[src/hw/rtl/lap_pkg.sv]
// Shared types, codes, constants and helper functions of the Lorenz attractor plotter.
package lap_pkg;

	// Field widths
	localparam int CMD_W     = 2;
	localparam int IDX_W     = 22;
	localparam int STAT_W    = 3;
	localparam int CH_W      = 8;
	localparam int PIX_W     = 3 * CH_W;
	localparam int CFG_IDX_W = 3;
	localparam int SAT_W     = 66;

	typedef logic [CMD_W-1:0]          cmd_t;
	typedef logic [STAT_W-1:0]         res_t;
	typedef logic [CFG_IDX_W-1:0]      cfg_idx_t;
	typedef logic [PIX_W-1:0]          pix_t;
	typedef logic [2:0]                mop_t;
	typedef logic signed [SAT_W-1:0]   wide_t;

	// Input item commands
	localparam cmd_t CMD_STEP    = 2'd0;
	localparam cmd_t CMD_READ    = 2'd1;
	localparam cmd_t CMD_RESTART = 2'd2;

	// Result status codes
	localparam res_t RES_PLOTTED   = 3'd0;
	localparam res_t RES_OFF_IMAGE = 3'd1;
	localparam res_t RES_EXHAUSTED = 3'd2;
	localparam res_t RES_READ_DATA = 3'd3;
	localparam res_t RES_RESTARTED = 3'd4;

	// Configuration register indexes
	localparam cfg_idx_t REG_SIGMA       = 3'd0;
	localparam cfg_idx_t REG_RHO         = 3'd1;
	localparam cfg_idx_t REG_BETA        = 3'd2;
	localparam cfg_idx_t REG_TIME_STEP   = 3'd3;
	localparam cfg_idx_t REG_POINT_COUNT = 3'd4;

	// Configuration reset values
	localparam logic signed [31:0] SIGMA_RST     = 32'sd167772160;
	localparam logic signed [31:0] RHO_RST       = 32'sd469762048;
	localparam logic signed [31:0] BETA_RST      = 32'sd44739243;
	localparam logic signed [31:0] TIME_STEP_RST = 32'sd83886;
	localparam logic [31:0]        POINT_CNT_RST = 32'd1000000;

	// Multiplier operations, numbered in issue order of one Euler step
	localparam mop_t MOP_KDT   = 3'd0;  // sigma * dt
	localparam mop_t MOP_RX    = 3'd1;  // rho * x
	localparam mop_t MOP_ZX    = 3'd2;  // z * x
	localparam mop_t MOP_XY    = 3'd3;  // x * y
	localparam mop_t MOP_BZ    = 3'd4;  // beta * z
	localparam mop_t MOP_KDX   = 3'd5;  // (sigma*dt) * (y - x)
	localparam mop_t MOP_DTIY  = 3'd6;  // dt * y increment
	localparam mop_t MOP_DTIZ  = 3'd7;  // dt * z increment
	localparam int   MOP_COUNT = 8;

	// Screen mapping
	localparam int COL_BIAS  = 980;
	localparam int COL_SCALE = 800;
	localparam int ROW_BIAS  = 724;
	localparam int ROW_SCALE = 200;

	// Per-plot color increments: (K + c*256) >> 8 is c + (K >> 8)
	localparam logic [CH_W-1:0] RED_INC   = CH_W'((5 * 150) >> 8);
	localparam logic [CH_W-1:0] GREEN_INC = CH_W'((7 * 150) >> 8);
	localparam logic [CH_W-1:0] BLUE_INC  = CH_W'((10 * 150) >> 8);

	localparam wide_t MAX32 = wide_t'(64'sd2147483647);
	localparam wide_t MIN32 = -MAX32 - wide_t'(1);

	// Controller to datapath commands
	typedef struct packed {
		logic clr_en;
		logic accept;
		logic restart;
		logic mul_en;
		mop_t mul_op;
		logic addr1_en;
		logic addr2_en;
		logic rd_en;
		logic rd_step;
		logic pix_wr;
		logic count_inc;
		logic res_load;
		res_t res_code;
	} lap_cmd_t;

	// Datapath to controller status
	typedef struct packed {
		logic clr_last;
		logic exhausted;
		logic off_image;
	} lap_stat_t;

	// Clamp to the signed 32-bit range
	function automatic logic signed [31:0] sat32(input wide_t v);
		logic signed [31:0] r;
		if (v > MAX32) begin
			r = 32'sh7FFFFFFF;
		end else if (v < MIN32) begin
			r = 32'sh80000000;
		end else begin
			r = v[31:0];
		end
		return r;
	endfunction

	// Add to a color channel, saturating at full scale
	function automatic logic [CH_W-1:0] chan_add(input logic [CH_W-1:0] c,
		input logic [CH_W-1:0] inc);
		logic [CH_W:0] s;
		s = {1'b0, c} + {1'b0, inc};
		return s[CH_W] ? {CH_W{1'b1}} : s[CH_W-1:0];
	endfunction

endpackage

[src/hw/rtl/lap_ctrl.sv]
// Controller: clearing pass, command dispatch, step sequencing and output handshake.
module lap_ctrl import lap_pkg::*; (
	input  logic      clk,
	input  logic      arst_n,
	input  logic      in_valid,
	output logic      in_stall,
	input  cmd_t      cmd,
	output logic      out_valid,
	input  logic      out_stall,
	input  lap_stat_t stat,
	output lap_cmd_t  dp_cmd
);

	localparam logic [2:0] S_CLEAR = 3'd0;
	localparam logic [2:0] S_IDLE  = 3'd1;
	localparam logic [2:0] S_STEP  = 3'd2;
	localparam logic [2:0] S_READ  = 3'd3;
	localparam logic [2:0] S_OUT   = 3'd4;

	localparam logic [3:0] PH_ADDR1 = 4'd0;
	localparam logic [3:0] PH_ADDR2 = 4'd1;
	localparam logic [3:0] PH_RD    = 4'd2;
	localparam logic [3:0] PH_WR    = 4'd3;
	localparam logic [3:0] PH_LAST  = 4'(MOP_COUNT);

	logic [2:0] state_q;
	logic [3:0] ph_q;
	res_t       res_code_q;
	logic       out_valid_q;
	logic       accept;

	assign in_stall = state_q != S_IDLE;
	assign accept   = in_valid && !in_stall;

	// Decode commands for the datapath
	always_comb begin
		dp_cmd           = '0;
		dp_cmd.clr_en    = state_q == S_CLEAR;
		dp_cmd.accept    = accept;
		dp_cmd.restart   = accept && (cmd == CMD_RESTART);
		dp_cmd.res_code  = res_code_q;
		// Operations are issued one per phase in their numbered order
		dp_cmd.mul_op    = mop_t'(ph_q[2:0]);
		case (state_q)
			S_STEP: begin
				dp_cmd.mul_en    = ph_q != PH_LAST;
				dp_cmd.addr1_en  = ph_q == PH_ADDR1;
				dp_cmd.addr2_en  = ph_q == PH_ADDR2;
				dp_cmd.rd_en     = ph_q == PH_RD;
				dp_cmd.rd_step   = 1'b1;
				dp_cmd.pix_wr    = ph_q == PH_WR;
				dp_cmd.count_inc = ph_q == PH_LAST;
			end
			S_READ: begin
				dp_cmd.rd_en = 1'b1;
			end
			S_OUT: begin
				dp_cmd.res_load = !out_valid_q || !out_stall;
			end
			default: ;
		endcase
	end

	// Advance the state machine
	always_ff @(posedge clk or negedge arst_n) begin
		if (!arst_n) begin
			state_q    <= S_CLEAR;
			ph_q       <= '0;
			res_code_q <= RES_PLOTTED;
		end else begin
			case (state_q)
				S_CLEAR: begin
					if (stat.clr_last) begin
						state_q <= S_IDLE;
					end
				end
				S_IDLE: begin
					if (accept) begin
						case (cmd)
							CMD_STEP: begin
								if (stat.exhausted) begin
									res_code_q <= RES_EXHAUSTED;
									state_q    <= S_OUT;
								end else begin
									ph_q    <= '0;
									state_q <= S_STEP;
								end
							end
							CMD_READ: begin
								res_code_q <= RES_READ_DATA;
								state_q    <= S_READ;
							end
							CMD_RESTART: begin
								res_code_q <= RES_RESTARTED;
								state_q    <= S_OUT;
							end
							default: ;
						endcase
					end
				end
				S_STEP: begin
					if (ph_q == PH_LAST) begin
						res_code_q <= stat.off_image ? RES_OFF_IMAGE : RES_PLOTTED;
						state_q    <= S_OUT;
					end else begin
						ph_q <= ph_q + 4'd1;
					end
				end
				S_READ: begin
					state_q <= S_OUT;
				end
				S_OUT: begin
					if (dp_cmd.res_load) begin
						state_q <= S_IDLE;
					end
				end
				default: begin
					state_q <= S_IDLE;
				end
			endcase
		end
	end

	// Output valid: set on load, drop when taken
	always_ff @(posedge clk or negedge arst_n) begin
		if (!arst_n) begin
			out_valid_q <= 1'b0;
		end else if (dp_cmd.res_load) begin
			out_valid_q <= 1'b1;
		end else if (!out_stall) begin
			out_valid_q <= 1'b0;
		end
	end

	assign out_valid = out_valid_q;

	a_phase_range: assert property (@(posedge clk) disable iff (!arst_n)
		(state_q == S_STEP) |-> (ph_q <= PH_LAST))
		else $error("step phase past last");

	a_step_to_out: assert property (@(posedge clk) disable iff (!arst_n)
		(state_q == S_STEP && ph_q == PH_LAST) |=> (state_q == S_OUT))
		else $error("step did not finish into output");

	a_cmd_leaves_idle: assert property (@(posedge clk) disable iff (!arst_n)
		(accept && (cmd == CMD_STEP || cmd == CMD_READ || cmd == CMD_RESTART))
		|=> (state_q != S_IDLE))
		else $error("accepted item left controller idle");

	a_valid_from_load: assert property (@(posedge clk) disable iff (!arst_n)
		$rose(out_valid_q) |-> $past(dp_cmd.res_load))
		else $error("output valid without result load");

endmodule

[config.mk]
export PLATFORM = sky130hd
export DESIGN_NAME = lap_ctrl
export DESIGN_NICKNAME = d
export VERILOG_FILES = /design/src/hw/rtl/lap_pkg.sv /design/src/hw/rtl/lap_ctrl.sv
export SDC_FILE = /design/constraint.sdc
export NUM_CORES = 1
export LEC_CHECK = 0
export BUFFER_PORTS_ARGS = -buffer_cell sky130_fd_sc_hd__buf_4
export CAP_MARGIN = 20
export CORE_MARGIN = 4
export CORE_UTILIZATION = 54
export CTS_BUF_LIST = sky130_fd_sc_hd__clkbuf_4 sky130_fd_sc_hd__clkbuf_8 sky130_fd_sc_hd__clkbuf_16
export DETAILED_ROUTE_END_ITERATION = 7
export HOLD_SLACK_MARGIN = 0.12
export PLACE_DENSITY = 0.93
export SYNTH_ARGS = -nofsm -noshare
export SYNTH_HDL_FRONTEND = slang
export SYNTH_SLANG_ARGS = --single-unit
[constraint.sdc]
create_clock -name clk -period 5 [get_ports clk]
set_input_delay 1.25 -clock clk [delete_from_list [all_inputs] [get_ports clk]]
set_output_delay 1.25 -clock clk [all_outputs]
set_load 0.05 [all_outputs]
==> PnR_summary.wiki <==
{| class="wikitable"
! Metric !! Value
|-
| Result of the run || finished clean
|-
| Total number of clock tree sinks || 11
|-
| Slew Limit Fails || 0
|-
| Gp weighted congestion || 0.826
|-
| Number of distinct library cells after synthesis || 37
|-
| Initial Util || 0.585
|-
| HP Start || res_code_q[1]$_DFFE_PN0P_
|-
| Total via count in the routed design || 785
|-
| Area of the die || 0.00239 mm²
|-
| Cell-internal power || 298 µW
|-
| First-pass GRT wire length || 3480 µm
|-
| Multi-input gate area || 537 µm²
|-
| Antenna violations before repair || 0
|-
| Number of buffers inserted by port buffering || 27
|-
| Net Sw Frac || 0.542
|-
| Post-placement cell area || 0.00106 mm²
|-
| DR iter-0 viols || 14
|-
| Hold violation total from the final report || 0
|-
| Maximum frequency from static timing analysis || 0.306 GHz
|-
| Layout net count || 143
|-
| Power Dens Cells || 596 mW/mm²
|-
| Buffers inserted by post-CTS timing repair || 0
|-
| Average instance area after synthesis || 8.84 µm²
|-
| Crit path DAT || 2.02 ns
|-
| Reg-to-reg setup timing slack || 3.00 ns
|-
| Die Span X || 48.9 µm
|-
| Clock tree from TritonCTS || done
|-
| Part of the Yosys area used for sequential elements || 0.305
|-
| Total number of yosys warnings || 0
|-
| Largest incremental delay on the critical path || 0.24 ns
|-
| PostCTS Resize Cnt || 0
|-
| Count of fill cells added during filler insertion || 125
|-
| Ratio of cells with drive above 1 in the final layout || 0.312
|-
| Cell mode on critical path || buf_4
|-
| Max-slew headroom at the worst pin || 0.710
|-
| Worst-path clk slew || 0.07 ns
|-
| Worst skew pair latency || 0.26 ns
|-
| Pre-antenna DRT Iters || 4
|-
| Slew at the pin with the worst max-slew slack || 0.432 ns
|-
| Floorplan die height || 48.9 µm
|-
| Final ANT Viol Nets || 0
|-
| Worst hold path depth || 1
|-
| Clock period minus worst slack || 3.27 ns
|-
| Congestion Overflow GR || 0
|-
| Area occupied by registers || 275 µm²
|-
| Number of H-tree branching levels || 1
|-
| Number of core rows || 14
|-
| Longest Clk Path Bufs || 2
|-
| Synth Register Bits || 11
|-
| Net Switching || 352 µW
|-
| Critical Path Fanout Max || 6
|-
| CP endpoint kind || output port
|-
| Part of the total power dissipated in sequential elements || 0.272
|-
| Classification of the worst-slack hold path || reg2reg
|-
| Total global-route track usage || 0.176
|-
| Final instance area || 0.00109 mm²
|-
| Core area || 0.00154 mm²
|-
| Clk root buf || clkbuf_4
|-
| Vias in the first global route || 777
|-
| DRC viols || 0
|-
| Data required time of the critical path || 3.75 ns
|-
| Cell area after synthesis || 902 µm²
|-
| Reg-to-Reg Start || ph_q[0]$_DFFE_PN0P_
|-
| Number of primary I/O pins || 28
|-
| Part of the power in the clock network || 0.101
|-
| Max IR drop VDD || 0.359 mV
|-
| DR vias/cell || 5.57
|-
| Setup CP Type || in2out
|-
| Number of diodes || 0
|-
| Maximum number of pins on one net before global-route repair || 13
|-
| Worst setup SP type || input port
|-
| Final setup violation count || 0
|-
| Placed wire-length estimate after detailed placement || 1630 µm
|-
| Layout Area Growth over Synthesis || 20.9%
|-
| Post-Route Skew || 0.00601 ns
|-
| Capture endpoint of the worst hold path || res_code_q[1]$_DFFE_PN0P_
|-
| Wire length reported by the detailed router || 2040 µm
|-
| Number of buffers created by CTS || 3
|-
| Synthesized Nets || 119
|-
| RSZ-0062 raised after global routing || false
|-
| Period utilisation layout || 0.653
|-
| Leakage power || 0.000565 µW
|-
| Maximum capacitance violations || 0
|-
| Synthesized netlist cell count || 102
|-
| Routed wire per std cell || 14.4 µm
|-
| TNS Setup || 0 ns
|-
| Crit-path slowest cell || ha_1
|-
| Capture point of the worst reg-to-reg path || res_code_q[0]$_DFFE_PN0P_
|-
| Depth of the most critical reg-to-reg path || 6
|-
| Cells along the critical path || buf_4, inv_1, ha_1, and2_1, buf_4
|-
| Hold Buf Count CTS || 0
|-
| Combinational share of power || 0.627
|}
## cells in the mapped netlist
master / number / area share
nor3_1: 3 / 0.017
and2_1: 2 / 0.014
buf_4: 5 / 0.042
a21oi_1: 7 / 0.039
mux2_2: 2 / 0.025
and3b_1: 1 / 0.0097
nand3_4: 1 / 0.019
dfrtp_1: 11 / 0.31
o211ai_2: 1 / 0.014
or3_1: 2 / 0.014
and2b_2: 1 / 0.0097
nand2_1: 11 / 0.046
nand3b_1: 2 / 0.017
a221oi_4: 1 / 0.029
o21ai_0: 2 / 0.011
inv_1: 6 / 0.025
nand2b_1: 1 / 0.0069
buf_6: 2 / 0.025
clkbuf_1: 1 / 0.0042
or2b_1: 1 / 0.0083
nor2_1: 9 / 0.037
nor2_4: 1 / 0.012
o22ai_1: 1 / 0.0069
o21ai_1: 1 / 0.0055
and3_1: 3 / 0.021
o211ai_1: 1 / 0.0083
mux2i_1: 1 / 0.011
nand3_1: 2 / 0.011
nand4b_1: 1 / 0.0097
nor2b_1: 3 / 0.021
a21o_1: 2 / 0.017
o22a_1: 1 / 0.0097
ha_1: 8 / 0.11
nor3b_1: 2 / 0.017
inv_2: 1 / 0.0042
o21a_1: 1 / 0.0083
or3b_1: 1 / 0.0097
## cells in the final DEF, fill, tap and decap left out, types with 3 or more instances in the layout
master    count
inv_1         6
clkbuf_4      4
a21oi_1       7
dfrtp_1      11
nor2_1        9
nor3_1        3
nor2b_1       3
and3_1        3
nand2_1      11
ha_1          8
buf_4        27
## how the worst max path moves through the flow
stage          startpoint    endpoint  depth (start not counted)
2_1_floorplan   out_stall   dp_cmd[3]                          1
3_3_place_gp       cmd[0]  dp_cmd[14]                          5
3_5_place_dp       cmd[0]  dp_cmd[14]                          5
4_1_cts            cmd[0]  dp_cmd[14]                          5
5_1_grt            cmd[0]  dp_cmd[14]                          5
6_report           cmd[0]  dp_cmd[14]                          5
## per-layer routing
layer | wire, µm | global-route usage
met1 | 802 | 0.189
met5 | 0 | 0
met4 | 0 | 0.0359
met2 | 1160 | 0.346
met3 | 74 | 0.0336
## through the flow
stage | utilization | instances | hold slack (ns) | power [µW] | setup WS, ns
floorplan | - | 102 | 0.528 | 500 | 1.72
global placement | 0.688 | 137 | 0.505 | 571 | 1.76
detailed placement | 0.688 | 137 | 0.508 | 584 | 1.73
CTS | 0.708 | 141 | 0.522 | 653 | 1.73
global route | 0.708 | 141 | 0.535 | 694 | 1.65
finish | 0.708 | 141 | 0.540 | 650 | 1.73
## critical path, delay by kind of cell
kind | cells | cell delay [ns]
adders and majority gates | 1 | 0.24
buffers and inverters | 3 | 0.38
and+or+nand+nor | 1 | 0.15
## power by group through the flow
stage          combinational [µW]  sequential (µW)  clock [µW]
6_report                      408              177        65.6
2_1_floorplan                 303              196           0
3_5_place_dp                  407              177           0
4_1_cts                       411              176        65.5
3_3_place_gp                  395              176           0
5_1_grt                       438              186        70.2
## final cells by class
cell class | instances | share of cell area
tap | 16 | 0.0183
inverter | 7 | 0.0241
timing repair buffer | 27 | 0.186
sequential | 11 | 0.252
clock buffer | 4 | 0.0275
multi-input combinational | 76 | 0.492
## flip-flops by register name, indices dropped and copies added (netlist names)
register	count
ph_q	4
res_code_q	3
state_q	3
out_valid	1
## cell families (layout without fill, tap and decap cells)
family,count (synthesis),in the layout,synth area share
compound gates,18,18,0.148
buf+inv,15,38,0.0999
fa+ha+maj,8,8,0.111
simple gates,47,47,0.300
flops,11,11,0.305
mux,3,3,0.0361
No activity file was read; power rests on OpenSTA's default activity.
